<file path="src/rtl/core/lds_pkg.sv">
// ----------------------------------------------------------------------------
// lds_pkg
// Shared types and constants of the LOOK disk scheduler.
// ----------------------------------------------------------------------------
package lds_pkg;

  localparam int TRACK_W = 16;
  localparam int SEEK_W  = 17;
  localparam int SUM_W   = 18;

  // request kinds
  localparam logic REQ_LOAD  = 1'b0;
  localparam logic REQ_START = 1'b1;

  typedef struct packed {
    logic               req_type;
    logic [TRACK_W-1:0] track;
    logic [TRACK_W-1:0] head_track;
    logic               move_up;
  } in_item_t;

  typedef struct packed {
    logic [TRACK_W-1:0] served_track;
    logic               served_valid;
    logic [SEEK_W-1:0]  seek_total;
    logic               last_of_run;
  } out_item_t;

  typedef enum logic [2:0] {
    ST_IDLE,
    ST_EMPTY,
    ST_SCAN,
    ST_UP,
    ST_DOWN
  } ctl_state_t;

  // controller to datapath
  typedef struct packed {
    logic ins;          // sorted insert of the input track
    logic start;        // latch head, clear sum and pointer
    logic scan_step;    // advance the search pointer
    logic scan_hit;     // remember the pointer as the split index
    logic ptr_to_idx;   // rewind the pointer to the split index
    logic serve;        // serve one track and load the output register
    logic sel_down;     // read below the pointer and walk downward
    logic last;         // mark the served result as final
    logic emit_empty;   // load the empty-run result
    logic clear_count;  // drop all stored requests
  } lds_cmd_t;

  // datapath to controller
  typedef struct packed {
    logic count_zero;
    logic scan_done;
    logic up_left;
    logic down_left;
    logic up_last;
    logic down_last;
    logic idx_zero;
    logic idx_at_count;
    logic out_free;
  } lds_sts_t;

endpackage

</file>
<file path="src/rtl/core/lds_ctrl.sv">
// ----------------------------------------------------------------------------
// lds_ctrl
// Sequencer: load, empty run, split search, first sweep, reversal, second sweep.
// ----------------------------------------------------------------------------
module lds_ctrl (
  input  logic              clk,
  input  logic              rst_n,
  input  logic              in_valid,
  input  logic              req_type,
  input  logic              move_up,
  output logic              in_stall,
  output lds_pkg::lds_cmd_t cmd,
  input  lds_pkg::lds_sts_t sts
);
  import lds_pkg::*;

  ctl_state_t state_r, state_nxt;
  logic       up_first_r, up_first_nxt;
  logic       second_r, second_nxt;

  // state register
  always_ff @(posedge clk) begin
    if (!rst_n) begin
      state_r    <= ST_IDLE;
      up_first_r <= 1'b0;
      second_r   <= 1'b0;
    end else begin
      state_r    <= state_nxt;
      up_first_r <= up_first_nxt;
      second_r   <= second_nxt;
    end
  end

  // next state and commands
  always_comb begin
    state_nxt    = state_r;
    up_first_nxt = up_first_r;
    second_nxt   = second_r;
    cmd          = '0;
    in_stall     = (state_r != ST_IDLE);
    unique case (state_r)
      ST_IDLE: begin
        if (in_valid) begin
          if (req_type == REQ_LOAD) begin
            cmd.ins = 1'b1;
          end else begin
            cmd.start    = 1'b1;
            up_first_nxt = move_up;
            second_nxt   = 1'b0;
            state_nxt    = sts.count_zero ? ST_EMPTY : ST_SCAN;
          end
        end
      end
      ST_EMPTY: begin
        if (sts.out_free) begin
          cmd.emit_empty  = 1'b1;
          cmd.clear_count = 1'b1;
          state_nxt       = ST_IDLE;
        end
      end
      ST_SCAN: begin
        if (sts.scan_done) begin
          cmd.scan_hit = 1'b1;
          state_nxt    = up_first_r ? ST_UP : ST_DOWN;
        end else begin
          cmd.scan_step = 1'b1;
        end
      end
      ST_UP: begin
        if (sts.up_left) begin
          if (sts.out_free) begin
            cmd.serve = 1'b1;
            cmd.last  = sts.up_last && (second_r || sts.idx_zero);
            if (cmd.last) begin
              cmd.clear_count = 1'b1;
              state_nxt       = ST_IDLE;
            end
          end
        end else begin
          // upward part done or empty, reverse
          cmd.ptr_to_idx = 1'b1;
          second_nxt     = 1'b1;
          state_nxt      = ST_DOWN;
        end
      end
      ST_DOWN: begin
        cmd.sel_down = 1'b1;
        if (sts.down_left) begin
          if (sts.out_free) begin
            cmd.serve = 1'b1;
            cmd.last  = sts.down_last && (second_r || sts.idx_at_count);
            if (cmd.last) begin
              cmd.clear_count = 1'b1;
              state_nxt       = ST_IDLE;
            end
          end
        end else begin
          // downward part done or empty, reverse
          cmd.ptr_to_idx = 1'b1;
          second_nxt     = 1'b1;
          state_nxt      = ST_UP;
        end
      end
      default: begin
        state_nxt = ST_IDLE;
      end
    endcase
  end

endmodule

</file>
<file path="src/rtl/core/lds_datapath.sv">
// ----------------------------------------------------------------------------
// lds_datapath
// Sorted shifting request store, sweep pointer, seek sum, output register.
// ----------------------------------------------------------------------------
module lds_datapath #(
  parameter int MAX_REQUESTS = 32
) (
  input  logic              clk,
  input  logic              rst_n,
  input  lds_pkg::lds_cmd_t cmd,
  output lds_pkg::lds_sts_t sts,
  input  lds_pkg::in_item_t in_data,
  output logic              out_valid,
  input  logic              out_stall,
  output lds_pkg::out_item_t out_data
);
  import lds_pkg::*;

  localparam int CW = $clog2(MAX_REQUESTS + 1);
  localparam int IW = (MAX_REQUESTS > 1) ? $clog2(MAX_REQUESTS) : 1;
  localparam logic [CW-1:0] MAX_CNT = CW'(MAX_REQUESTS);

  logic [TRACK_W-1:0]    store_r [MAX_REQUESTS];
  logic [CW-1:0]         count_r, count_nxt;
  logic [CW-1:0]         ptr_r, ptr_nxt;
  logic [CW-1:0]         idx_r, idx_nxt;
  logic [TRACK_W-1:0]    head_r, head_nxt;
  logic [SUM_W-1:0]      sum_r, sum_nxt;
  logic                  out_valid_r, out_valid_nxt;
  out_item_t             out_r, out_nxt;
  logic [MAX_REQUESTS-1:0] gt;
  logic                  do_ins;
  logic [CW-1:0]         rd_ptr;
  logic [IW-1:0]         rd_addr;
  logic [TRACK_W-1:0]    rd_data;
  logic [TRACK_W-1:0]    step_dist;
  logic [SUM_W-1:0]      sum_add;

  // entries above the new track, per slot
  always_comb begin
    for (int i = 0; i < MAX_REQUESTS; i++) begin
      gt[i] = (CW'(i) < count_r) && (store_r[i] > in_data.track);
    end
  end

  assign do_ins = cmd.ins && (count_r != MAX_CNT);

  // sorted insert: larger entries shift up one slot
  for (genvar g = 0; g < MAX_REQUESTS; g++) begin : g_slot
    if (g == 0) begin : g_first
      always_ff @(posedge clk) begin
        if (do_ins && (gt[0] || count_r == '0)) begin
          store_r[0] <= in_data.track;
        end
      end
    end else begin : g_rest
      always_ff @(posedge clk) begin
        if (do_ins) begin
          if (gt[g-1]) begin
            store_r[g] <= store_r[g-1];
          end else if (gt[g] || CW'(g) == count_r) begin
            store_r[g] <= in_data.track;
          end
        end
      end
    end
  end

  // single read port, below the pointer when walking down
  assign rd_ptr  = cmd.sel_down ? (ptr_r - 1'b1) : ptr_r;
  assign rd_addr = rd_ptr[IW-1:0];
  assign rd_data = store_r[rd_addr];

  // head movement for this step
  assign step_dist = (rd_data >= head_r) ? (rd_data - head_r) : (head_r - rd_data);
  assign sum_add   = sum_r + SUM_W'(step_dist);

  // next values
  always_comb begin
    count_nxt     = count_r;
    ptr_nxt       = ptr_r;
    idx_nxt       = idx_r;
    head_nxt      = head_r;
    sum_nxt       = sum_r;
    out_nxt       = out_r;
    out_valid_nxt = out_valid_r && out_stall;
    if (do_ins) begin
      count_nxt = count_r + 1'b1;
    end
    if (cmd.start) begin
      head_nxt = in_data.head_track;
      sum_nxt  = '0;
      ptr_nxt  = '0;
    end
    if (cmd.scan_step) begin
      ptr_nxt = ptr_r + 1'b1;
    end
    if (cmd.scan_hit) begin
      idx_nxt = ptr_r;
    end
    if (cmd.ptr_to_idx) begin
      ptr_nxt = idx_r;
    end
    if (cmd.serve) begin
      ptr_nxt                = cmd.sel_down ? (ptr_r - 1'b1) : (ptr_r + 1'b1);
      head_nxt               = rd_data;
      sum_nxt                = sum_add;
      out_nxt.served_track   = rd_data;
      out_nxt.served_valid   = 1'b1;
      out_nxt.seek_total     = sum_add[SEEK_W-1:0];
      out_nxt.last_of_run    = cmd.last;
      out_valid_nxt          = 1'b1;
    end
    if (cmd.emit_empty) begin
      out_nxt.served_track = '0;
      out_nxt.served_valid = 1'b0;
      out_nxt.seek_total   = '0;
      out_nxt.last_of_run  = 1'b1;
      out_valid_nxt        = 1'b1;
    end
    if (cmd.clear_count) begin
      count_nxt = '0;
    end
  end

  // control registers
  always_ff @(posedge clk) begin
    if (!rst_n) begin
      count_r     <= '0;
      head_r      <= '0;
      sum_r       <= '0;
      ptr_r       <= '0;
      idx_r       <= '0;
      out_valid_r <= 1'b0;
    end else begin
      count_r     <= count_nxt;
      head_r      <= head_nxt;
      sum_r       <= sum_nxt;
      ptr_r       <= ptr_nxt;
      idx_r       <= idx_nxt;
      out_valid_r <= out_valid_nxt;
    end
  end

  // result payload
  always_ff @(posedge clk) begin
    out_r <= out_nxt;
  end

  // status
  always_comb begin
    sts.count_zero   = (count_r == '0);
    sts.scan_done    = (ptr_r == count_r) || (rd_data >= head_r);
    sts.up_left      = (ptr_r != count_r);
    sts.down_left    = (ptr_r != '0);
    sts.up_last      = (CW'(ptr_r + 1'b1) == count_r);
    sts.down_last    = (ptr_r == CW'(1));
    sts.idx_zero     = (idx_r == '0);
    sts.idx_at_count = (idx_r == count_r);
    sts.out_free     = !out_valid_r || !out_stall;
  end

  assign out_valid = out_valid_r;
  assign out_data  = out_r;

endmodule

</file>
<file path="src/rtl/core/look_disk_scheduler_unit.sv">
// Load: a request is taken while the unit is idle and inserted in sorted place in
// the shifting store, unless the store is full. Start: the split search steps past
// every stored request below the head, then one result per cycle from the single
// store read port while the output is not stalled, with a reversal step between the
// sweeps unless the first sweep serves every request.
// Synchronous active-low reset empties the store and clears head and sum.
// ----------------------------------------------------------------------------
// look_disk_scheduler_unit
// LOOK disk scheduler: sorted request store served in at most two sweeps.
// ----------------------------------------------------------------------------
module look_disk_scheduler_unit #(
  parameter int MAX_REQUESTS = 32
) (
  input  logic               clk,
  input  logic               rst_n,
  input  logic               in_valid,
  output logic               in_stall,
  input  lds_pkg::in_item_t  in_data,
  output logic               out_valid,
  input  logic               out_stall,
  output lds_pkg::out_item_t out_data
);
  import lds_pkg::*;

  lds_cmd_t cmd;
  lds_sts_t sts;

  // sequencer
  lds_ctrl u_ctrl (
    .clk      (clk),
    .rst_n    (rst_n),
    .in_valid (in_valid),
    .req_type (in_data.req_type),
    .move_up  (in_data.move_up),
    .in_stall (in_stall),
    .cmd      (cmd),
    .sts      (sts)
  );

  // store and arithmetic
  lds_datapath #(
    .MAX_REQUESTS (MAX_REQUESTS)
  ) u_dp (
    .clk       (clk),
    .rst_n     (rst_n),
    .cmd       (cmd),
    .sts       (sts),
    .in_data   (in_data),
    .out_valid (out_valid),
    .out_stall (out_stall),
    .out_data  (out_data)
  );

endmodule

</file>
<file path="config.mk">
export PLATFORM = sky130hd
export DESIGN_NAME = look_disk_scheduler_unit
export DESIGN_NICKNAME = d
export VERILOG_FILES = /design/src/rtl/core/lds_pkg.sv /design/src/rtl/core/lds_ctrl.sv /design/src/rtl/core/lds_datapath.sv /design/src/rtl/core/look_disk_scheduler_unit.sv
export SDC_FILE = /design/constraint.sdc
export NUM_CORES = 2
export LEC_CHECK = 0
export BUFFER_PORTS_ARGS = -buffer_cell sky130_fd_sc_hd__buf_4
export CAP_MARGIN = 20
export CELL_PAD_IN_SITES_DETAIL_PLACEMENT = 2
export CELL_PAD_IN_SITES_GLOBAL_PLACEMENT = 2
export CORE_ASPECT_RATIO = 0.7
export CORE_MARGIN = 1
export CORE_UTILIZATION = 45
export DETAILED_ROUTE_END_ITERATION = 7
export PLACE_DENSITY_LB_ADDON = 0.08
export REMOVE_ABC_BUFFERS = 1
export SETUP_SLACK_MARGIN = 0.1
export SLEW_MARGIN = 0
export SYNTH_ARGS = -nofsm -noshare
export SYNTH_HDL_FRONTEND = slang
export SYNTH_SLANG_ARGS = --single-unit
</file>
<file path="constraint.sdc">
create_clock -name clk -period 18.7 [get_ports clk]
set_input_delay 3.74 -clock clk [delete_from_list [all_inputs] [get_ports clk]]
set_output_delay 3.74 -clock clk [all_outputs]
set_load 0.01 [all_outputs]
</file>
==> flow_summary.json <==
{
  "fin_area_sq_um": 49100,
  "cts_inserted_buffers": 72,
  "ys_async_sr_fraction_pct": 0,
  "dr.pass1.iters": 6,
  "path_clk_slew_ns": 0.06,
  "max_cap_violations": 0,
  "cpPeakStageDelay_ns": 0.86,
  "initial_core_util_pct": 45.4,
  "r2r_end": "u_dp.out_data[17]",
  "fin_crit_sh_pct": 57.2,
  "htree_num_levels": 3,
  "critPathMaxFanout": 46,
  "setup_viol": 0,
  "yosys-top-cells-area": "edfxtp_1 (35%), ha_1 (16%), mux2_2 (11%), mux4_2 (4.5%), dfxtp_1 (4.1%)",
  "cts_root_buf": "clkbuf_16",
  "status": "complete, no violations",
  "ioPinCount": 75,
  "r2r-start": "u_ctrl.state_r[1]",
  "finalCriticalPeriod_ns": 10.70,
  "drive_above_1_share_pct": 22.4,
  "grt_usage_pct": 40.8,
  "clock.fmax_mhz": 93.4,
  "antenna_found_initial": 16,
  "cts_resized": 0,
  "post-route-util_pct": 50.1,
  "ctsHoldBuffers": 0,
  "synth.cell_area_sq_um": 44500,
  "endpoint_kind": "register",
  "syn2layout_area_growth_pct": 10.4,
  "die_w_um": 378,
  "synth_top_area_share_pct": 34.6,
  "grt_pass1_wl_um": 292000,
  "rsz0062_at_grt": "false",
  "wl_um": 207000,
  "cp_slowest_cell": "a311oi_1",
  "place_congestion": 0.973,
  "drcViolationCount": 0,
  "hold_depth": 2,
  "rr_worst_depth": 27,
  "tightest_slew_ns": 1.27,
  "synth_cell_types": 86,
  "post-synth-top-area-cell": "edfxtp_1",
  "cts.sinks": 604,
  "r2r_setup_slack_ns": 8.00,
  "drtIter0Drc": 4867,
  "cpLargestDelayFamily": "compound AO/OA/AOI/OAI gates",
  "synthFlopType": "edfxtp_1",
  "worstPathArrival_ns": 11.31,
  "vias": 37753,
  "relSlewSlack_pct": 14.9,
  "peakVddDrop_mv": 0.0789,
  "grt_pass1_vias": 39141,
  "portBuffers": 74,
  "hold_class": "reg2reg",
  "static-leakage-power_nw": 18.8,
  "core_sq_um": 98000,
  "powerDensity_nw_per_um2": 102,
  "grt_max_degree": 95,
  "synth-seq-cells": 604,
  "crit_type": "reg2reg",
  "synth_edf_count": 512,
  "cts_tree": "built",
  "wire_per_inst_um": 38.8,
  "holdPathEnd": "u_dp.out_data[0]",
  "final_hold_viol_count": 0,
  "yosysWarnings": 0,
  "hpwl_um": 147000,
  "avgViaCountPerCell": 7.08,
  "rows": 96,
  "insertion_delay_ns": 0.70,
  "worstHoldStart": "u_dp.out_data[0]",
  "dieArea_sq_um": 100000,
  "critical_path_required_ns": 19.30,
  "start_kind": "register",
  "finClkSkew_ns": 0.0342,
  "place_area_sq_um": 46600,
  "fin_nets": 4549,
  "cp_num_buf_inv": 5,
  "postSynthAreaPerCell_sq_um": 11.4,
  "grt_overflow": 0,
  "cts_setup_buffers": 0,
  "cts.path.max_buffers": 3,
  "fp.dieH_um": 265,
  "fin_tns_setup_ns": 0,
  "antenna_left": 0,
  "final_max_slew_viol_count": 0,
  "syn-instance-count": 3911,
  "ys_seq_area_share_pct": 38.7
}
## cell type report
type	instances	area (sq um)
clock inverter	35	394
timing repair buffer	169	1320
multi-input combinational	2993	26200
sequential	604	17200
clock buffer	98	1950
fill	9649	48900
antenna	6	15.0
tap	1323	1660
inverter	101	379
## per-layer routing
metal | vias to the layer above | wire length [um] | global-route usage (%)
met4 | 4 | 7080 | 13.3
li1 | 15259 | - | -
met5 | - | 27 | 0
met2 | 2255 | 82600 | 56.1
met3 | 386 | 25900 | 11.6
met1 | 19849 | 91000 | 60.8
## stage by stage
step / std cells / setup slack (ns) / power [mW] / hold WS [ns]
after floorplan: 3698 / 9.18 / 2.78 / 0.441
after global placement: 5177 / 8.43 / 3.41 / 0.430
after detailed placement: 5179 / 7.80 / 3.50 / 0.449
after CTS: 5312 / 7.69 / 4.99 / 0.460
after global routing: 5324 / 7.63 / 5.21 / 0.470
final: 5329 / 8.00 / 5.03 / 0.456
## kinds of logic (layout without fill, tap and decap cells)
family / after synthesis / in the layout / share of synthesized area [%]
other: 0 / 6 / 0
and+or+nand+nor: 799 / 799 / 9.20
adders and majority gates: 570 / 570 / 16.1
AOI/OAI and AO/OA: 908 / 908 / 13.2
DFF: 604 / 604 / 38.7
buffers and inverters: 314 / 403 / 2.98
xor gates and xnor gates: 61 / 61 / 1.29
muxes: 655 / 655 / 18.6
## sequential cells by signal, summed over array words and instances (netlist names), 3 cells and up
signal          flops
u_ctrl.state_r      3
u_dp.sum_r         17
u_dp.out_data      35
u_dp.idx_r          6
u_dp.ptr_r          6
u_dp.count_r        6
u_dp.store_r      512
u_dp.head_r        16
## placed cells by master, fill, tap and decap left out, types with 57 or more instances in the layout
| cell | n |
|---|---|
| clkbuf_16 | 72 |
| a21oi_1 | 289 |
| nor2b_1 | 104 |
| mux2_2 | 449 |
| nand2_1 | 213 |
| ha_1 | 565 |
| a21o_1 | 129 |
| buf_4 | 155 |
| edfxtp_1 | 512 |
| nand4_1 | 103 |
| mux4_2 | 88 |
| o21a_1 | 57 |
| mux2i_1 | 68 |
| inv_1 | 82 |
| dfxtp_1 | 92 |
| a211oi_1 | 95 |
| nor2_1 | 150 |
| o21ai_0 | 148 |
## cell usage after synthesis (17+ instances only)
cell      count
and4_1       18
mux4_2       88
a211oi_1     95
mux2_1       49
a31oi_1      25
and3_1       17
dfxtp_1      92
o21a_1       57
buf_2        67
a21o_1      129
xnor2_1      30
o21ai_0     148
inv_1        97
edfxtp_1    512
xor2_1       29
nand2b_1     32
nor2_1      151
mux2i_1      68
o211ai_1     33
clkbuf_1    120
nand2_1     213
a21oi_1     295
nand4_1     103
nand3_1      54
ha_1        567
nor3_1       34
nor2b_1     104
mux2_2      450
## power breakdown
group | internal (mW) | switching [mW]
logic | 0.703 | 1.30
registers | 1.50 | 0.0510
clock network | 0.835 | 0.653
total | 3.03 | 2.00
## worst reg2reg max path, delay by kind of cell (launching register included)
kind,cells,cell delay (ns)
AND/OR/NAND/NOR,5,1.67
XOR/XNOR,2,0.32
buffers and inverters,5,2.16
flip-flops,1,0.48
multiplexers,2,0.94
adder cells (fa/ha/maj),3,1.50
AO/OA/AOI/OAI,10,3.58
## worst max-delay path by stage
stage / end / slack, ns / depth (start not counted) / start
after floorplan: u_dp.sum_r[15] / 9.18 / 24 / u_dp.ptr_r[0]
after global placement: u_dp.out_data[16] / 8.43 / 25 / u_ctrl.state_r[1]
after detailed placement: u_dp.sum_r[15] / 7.80 / 25 / u_ctrl.state_r[1]
after CTS: u_dp.sum_r[15] / 7.69 / 25 / u_ctrl.state_r[1]
after global routing: u_dp.out_data[17] / 7.63 / 27 / u_ctrl.state_r[1]
final: u_dp.out_data[17] / 8.00 / 27 / u_ctrl.state_r[1]
(Power assumes the default switching activity.)
